--- src/hw/rtl/lsac_pkg.sv ---
// Package: shared constants and types for the cache tag store.
`default_nettype none
package lsac_pkg;
  localparam int LINE_COUNT   = 512;
  localparam int OFFSET_BITS  = 5;
  localparam int ADDRESS_BITS = 32;
  localparam int MAX_WAYS     = 16;
  localparam int LINE_LOG     = $clog2(LINE_COUNT);
  localparam int WAY_LOG      = $clog2(MAX_WAYS);
  localparam int SET_LOG      = LINE_LOG - 1;           // sets at 2 ways
  localparam int TAG_W        = ADDRESS_BITS - OFFSET_BITS - (LINE_LOG - WAY_LOG) + 1;
  localparam int RANK_W       = 4;
  localparam int CNT_W        = 32;

  localparam logic CFG_WAYS_LOG2   = 1'b0;
  localparam logic CFG_POLICY_MODE = 1'b1;

  typedef logic [TAG_W-1:0]  tag_t;
  typedef logic [RANK_W-1:0] rank_t;
  typedef logic [SET_LOG-1:0] set_t;

  // One way of a set as held in the row memory.
  typedef struct packed {
    logic  valid;
    rank_t rank;
    tag_t  tag;
  } way_t;

  typedef way_t [MAX_WAYS-1:0] row_t;

  typedef enum logic [2:0] {
    ST_CLEAR, ST_IDLE, ST_DRD, ST_DWB, ST_PRD, ST_PWB, ST_OUT
  } state_t;

  typedef struct packed {
    logic found;
    row_t row;
  } upd_t;
endpackage
`default_nettype wire

--- src/hw/rtl/lsac_set_update.sv ---
// Set update: tag match, victim choice and LRU aging for one set row.
`default_nettype none
module lsac_set_update import lsac_pkg::*; (
  input  row_t             row_in,
  input  logic [2:0]       wl,
  input  tag_t             tag,
  input  logic             fill,
  output upd_t             upd
);
  logic [MAX_WAYS-1:0] act, match, empty;
  logic [WAY_LOG-1:0]  pick, epick, opick;
  logic                found, has_empty;
  rank_t               orank, limit;
  logic [RANK_W:0]     lim_ext;

  always_comb begin
    found = 1'b0; pick = '0; has_empty = 1'b0; epick = '0; opick = '0;
    orank = '0;
    for (int w = 0; w < MAX_WAYS; w++) begin
      act[w]   = (w < (1 << wl));
      match[w] = act[w] && row_in[w].valid && (row_in[w].tag == tag);
      empty[w] = act[w] && !row_in[w].valid;
    end
    for (int w = MAX_WAYS-1; w >= 0; w--) begin
      if (match[w]) begin found = 1'b1; pick = WAY_LOG'(w); end
      if (empty[w]) begin has_empty = 1'b1; epick = WAY_LOG'(w); end
    end
    for (int w = 0; w < MAX_WAYS; w++) begin
      if (act[w] && row_in[w].valid && (row_in[w].rank > orank || w == 0)) begin
        opick = WAY_LOG'(w); orank = row_in[w].rank;
      end
    end
    if (!found) pick = has_empty ? epick : opick;
    limit = row_in[pick].rank;
    lim_ext = found ? {1'b0, limit} : (5'd1 << wl);
    upd.found = found;
    upd.row = row_in;
    if (found || fill) begin
      for (int w = 0; w < MAX_WAYS; w++) begin
        if (act[w] && WAY_LOG'(w) != pick && row_in[w].valid &&
            {1'b0, row_in[w].rank} < lim_ext && row_in[w].rank != 4'hF)
          upd.row[w].rank = row_in[w].rank + 1'b1;
      end
      upd.row[pick].rank = '0;
      if (!found) begin
        upd.row[pick].valid = 1'b1;
        upd.row[pick].tag   = tag;
      end
    end
  end
endmodule
`default_nettype wire

--- config.mk ---
export PLATFORM = sky130hd
export DESIGN_NAME = lsac_set_update
export DESIGN_NICKNAME = d
export VERILOG_FILES = /design/src/hw/rtl/lsac_pkg.sv /design/src/hw/rtl/lsac_set_update.sv
export SDC_FILE = /design/constraint.sdc
export NUM_CORES = 1
export LEC_CHECK = 0
export BUFFER_PORTS_ARGS = -buffer_cell sky130_fd_sc_hd__buf_2
export CORE_AREA = 10 10 354 356
export DETAILED_ROUTE_END_ITERATION = 6
export DIE_AREA = 0 0 364 366
export PLACE_DENSITY = 0.35
export SETUP_SLACK_MARGIN = 0.15
export SYNTH_ARGS = -nofsm -noshare
export SYNTH_HDL_FRONTEND = slang
export SYNTH_SLANG_ARGS = --single-unit
--- constraint.sdc ---
create_clock -name vclk -period 43.8
set_input_delay 8.76 -clock vclk [all_inputs]
set_output_delay 8.76 -clock vclk [all_outputs]
set_load 0.005 [all_outputs]
## Yosys cells after proc, flatten, opt, wreduce, memory -nomap -nowiden

Index checks and enable logic that the tools add are counted.

- Register bits after elaboration: 0
- Latch bits: 0
- Memory bits (writable): 0
- Memory bits (read-only): 0
- Bits of input ports: 475
- Output and inout bits: 449
- Memories: 0

- Add/sub/neg operators: 16
- Multipliers: 0
- Divide/modulo/power cells: 0
- Magnitude comparators: 49
- Equality and inequality tests: 47
- Shift operators: 2
- Muxes and demuxes: 142
- Bitwise logic cells: 0
- Reductions and logical operators: 146

Operators by type and width:

| operator | number |
|---|---|
| 448-bit bitwise mux | 3 |
| 448-bit two-way mux | 2 |
| 4-bit two-way mux | 95 |
| 23-bit equality test | 16 |
| 28-bit demux with 4-bit select | 3 |
| 5-bit by 32-bit less-than comparator with 1-bit output, first input constant | 8 |
| 1-bit logical AND | 128 |
| 4-bit by 32-bit less-than comparator with 1-bit output, first input constant | 4 |
| 28-bit binary-select mux with 4-bit select | 1 |
| 4-bit by 5-bit less-than comparator with 1-bit output | 16 |
| 4-bit by 1-bit adder with 4-bit output, second input constant | 16 |
| 3-bit by 32-bit less-than comparator with 1-bit output, first input constant | 2 |
| 4-bit inequality test, second input constant | 16 |
| 4-bit > comparator | 15 |
| 27-bit two-way mux | 2 |
| 1-bit two-way mux | 33 |
| 1-bit by 32-bit less-than comparator with 1-bit output, first input constant | 1 |
| 2-bit by 32-bit less-than comparator with 1-bit output, first input constant | 1 |
| 4-bit inequality test, first input constant | 8 |
| 1-bit by 3-bit left shift with 32-bit output, first input constant | 1 |
| 28-bit two-way mux | 1 |
| 23-bit two-way mux | 1 |
| 1-bit zero test | 16 |
| 3-bit by 4-bit inequality test with 1-bit output, first input constant | 4 |
| 8 further kinds | 9 |

## Logic depth before layout (Yosys ltp)

- Word-level depth: 64
- Depth in mapped cells: 161
- Gate-level depth less buffers: 152

## Least setup slack after synthesis

No wires, ideal clock.

- Path type: input-to-output
- From: in row_in[27] (netlist bit)
- To: out upd[250] (netlist bit)
- Data arrival time: 36.755 ns
- Data required time: 35.040 ns
- Slack: -1.715 ns
- Cell stages on the path: 141
- Path buffers: 10
- Path through: clkbuf_1 -> nand2_1 -> ha_1 -> nor2b_1 -> o211ai_1 -> a21oi_1 -> o21ai_0 -> inv_1 -> ha_1 -> a21o_1 -> nand2_1 -> a221oi_2 -> a311oi_2 -> nor3_1 -> mux2_2 -> inv_1 -> ha_1 -> a21oi_1 -> (+105 left out) -> buf_1 -> clkbuf_1 -> mux2i_1 -> a211oi_1 -> a211oi_1 -> a21oi_1 -> a21oi_1 -> ha_1 -> a21o_1 -> a21oi_1 -> nor2_1 -> a311oi_1 -> inv_1 -> or3_1 -> or2_2 -> nand2_1 -> nand2_1 -> a22o_1

RTL lines:

| element | RTL line | source |
|---|---|---|
| from (decl) | lsac_set_update.sv:4 | `input row_t row_in,` |
| to (decl) | lsac_set_update.sv:8 | `output upd_t upd` |

==> summary.txt <==
Flow run
  • Max-cap violations: 0

Detailed routing
  • Routed Wire Length: approximately 190 mm
  • Top Layer Used: met5
  • Met3 wire length: about 15 mm
  • DRC viols: 0
  • Post-DRT Antenna Nets: 0
  • DRT Pass-1 Iters: 5
  • DR WL/cell: ~37 µm
  • Wl on met1: ~80 mm
  • Met2 wire len: between 80 and 90 mm
  • Vias per inst: ~5.1
  • First-iteration detailed-routing DRC count: approximately 2200
  • Via count: around 26000

Yosys
  • Syn nets: between 3000 and 4000
  • Seq/Total Area, Yosys: 0%
  • Syn Inst Count: 2491
  • Synth top cells by count: mux2_2, xnor2_1, xor2_1
  • Post-synth top area share: between 20% and 30%
  • Synth Area per Inst: 7.37 µm²
  • Ys Warns: 0
  • Dominant cell type by area after synthesis: mux2_2
  • Post-synthesis cell area: around 0.018 mm²
  • Distinct cells, synth: 106
  • Top post-synthesis cells by area: mux2_2, xnor2_1, xor2_1
  • Count leader, synth: mux2_2

Final layout
  • Finished Layout Cells: a little over 5000
  • Final-stage net count: around 4200
  • FF/Latch Area: 0 µm²
  • Fillers: between 10000 and 15000
  • Num sequential: 0
  • Fraction of layout cells with a size suffix above 1: ~55%
  • Area delta synth->final: 58.2%
  • CLK BUF: 0

STA
  • Slew HR: 27.5%
  • Maximum clock frequency: approximately 0.023 GHz
  • Worst slew pin tran: between 1000 and 1500 ps
  • Hold WS: approximately 18000 ps
  • Final period util: ~99%
  • RSZ-0062 raised after global routing: true
  • # setup viols final: 0
  • Hold Vio Cnt, Final: 0
  • Final min period: about 43000 ps
  • Final Max Slew Viols: 0

Power
  • Clock Power Share: 0%
  • P_sw: roughly 0.37 mW
  • Switch share: between 50% and 60%
  • Power, Total: ~0.67 mW
  • Worst IR drop on VDD: 17.5 µV
  • Flop pwr share: 0%
  • Leakage: 12.3 nW
  • Combinational share of power: 100.0%
  • Internal: around 0.31 mW
  • Pwr dens: 23.1 mW/mm²

Die
  • Row count: 126
  • Initial cell density of the core: 15.6%
  • Core region area: ~0.12 mm²
  • Ports: a little over 900
  • Die Y: 366 µm
  • Die Wd: 364 µm
  • Die area: about 0.13 mm²

Critical path
  • CP top delay family: compound AO/OA/AOI/OAI gates
  • Crit Path Class: input port to output port
  • Critical Path Stages: 147
  • Critical Path RT: between 30000 and 40000 ps
  • Crit path DAT: between 30000 and 40000 ps
  • CP bufs+invs: 21
  • Most used cell, CP: ha_4
  • Worst path max stage delay: ~540 ps
  • Crit-path max FO: 8
  • Setup crit start kind: input port
  • Critical Path Sink Type: output port
  • Crit-path slowest cell: or4_4

Global route
  • Largest net degree at the start of global routing: 39
  • Global-route wire length before repair: between 200 and 250 mm
  • Initial antenna violation count: 48
  • Tot GR Track Use: about a quarter
  • Vias in the first global route: roughly 26000
  • Congestion Overflow GR: 0

Placement
  • Inst Count DP: slightly above 5000
  • DP Wirelength: between 150 and 200 mm
  • Number of port buffers: between 900 and 1000
  • GPL Wtd Cong: between 0.9 and 1

Hold path
  • Hold Path Class: input port to output port
  • Hold depth: 3

Status
  • Status: complete, no violations

CTS
  • Post-CTS Hold Fix Bufs: 0
[through the flow]
stage	TNS [ps]	setup WS [ps]	utilization, %	cell area, µm²
3_5_place_dp	-3140	-287	22.5	26500
6_report	0	486	24.7	29000
4_1_cts	0	156	22.8	26900
2_1_floorplan	0	232	-	18500
3_3_place_gp	0	80.6	22.5	26500
5_1_grt	-27470	-683	24.6	29000
[cell type report]
| type | instances | area [µm²] | share of cell area (%) |
|---|---|---|---|
| multi-input cells | 2227 | 19000 | 65.4 |
| repair buffers | 1294 | 7800 | 26.9 |
| well taps | 1536 | 1920 | 6.62 |
| inverters | 75 | 287 | 0.987 |
| diodes | 15 | 37.5 | 0.129 |
[layer usage]
layer	global-route usage (%)	vias to the layer above
met1	34.1	13100
met3	5.76	257
met2	42.4	1378
li1	-	11400
met5	0	-
met4	8.37	40
[worst paths after layout]
check	startpoint	slack (ps)	to
worst max-delay path	row_in[25]	490	upd[446]
worst min-delay path	row_in[21]	17840	upd[21]
[power groups by stage]
| stage | sequential, mW | clock [mW] | combinational (mW) |
|---|---|---|---|
| after floorplan | 0 | 0 | 0.289 |
| after global placement | 0 | 0 | 0.568 |
| after detailed placement | 0 | 0 | 0.563 |
| after CTS | 0 | 0 | 0.583 |
| after global routing | 0 | 0.0000000153 | 0.714 |
| final | 0 | 0.0000000148 | 0.671 |
[repair_timing]
action	in CTS	in global routing
pin swaps	32	174
endpoints found under the setup margin	62	448
gates resized for setup	41	348
cloned	1	0
buffers inserted	23	71
[cells by family after synthesis]
logic type / synth area share [%]
AND/OR/NAND/NOR: 25.7
adder cells (fa/ha/maj): 7.34
buffers and inverters: 5.99
XOR/XNOR: 18.5
multiplexers: 26.0
AO/OA/AOI/OAI: 16.5
[cell usage in the layout (no fill, tap or decap), types with 31 or more instances in the layout]
cell	n
nor2_1	112
mux2_2	326
buf_2	912
o21ai_0	55
a21oi_2	40
nor3_1	37
a21oi_1	70
nand2_1	161
nand3_1	73
buf_6	31
a21o_1	33
ha_1	57
xnor2_1	197
mux2_1	52
nand2b_1	34
o21ai_1	34
xor2_1	190
nand4_1	90
nor4_1	72
ha_4	43
buf_4	329
inv_1	61
Power figures use the tool's default switching activity.
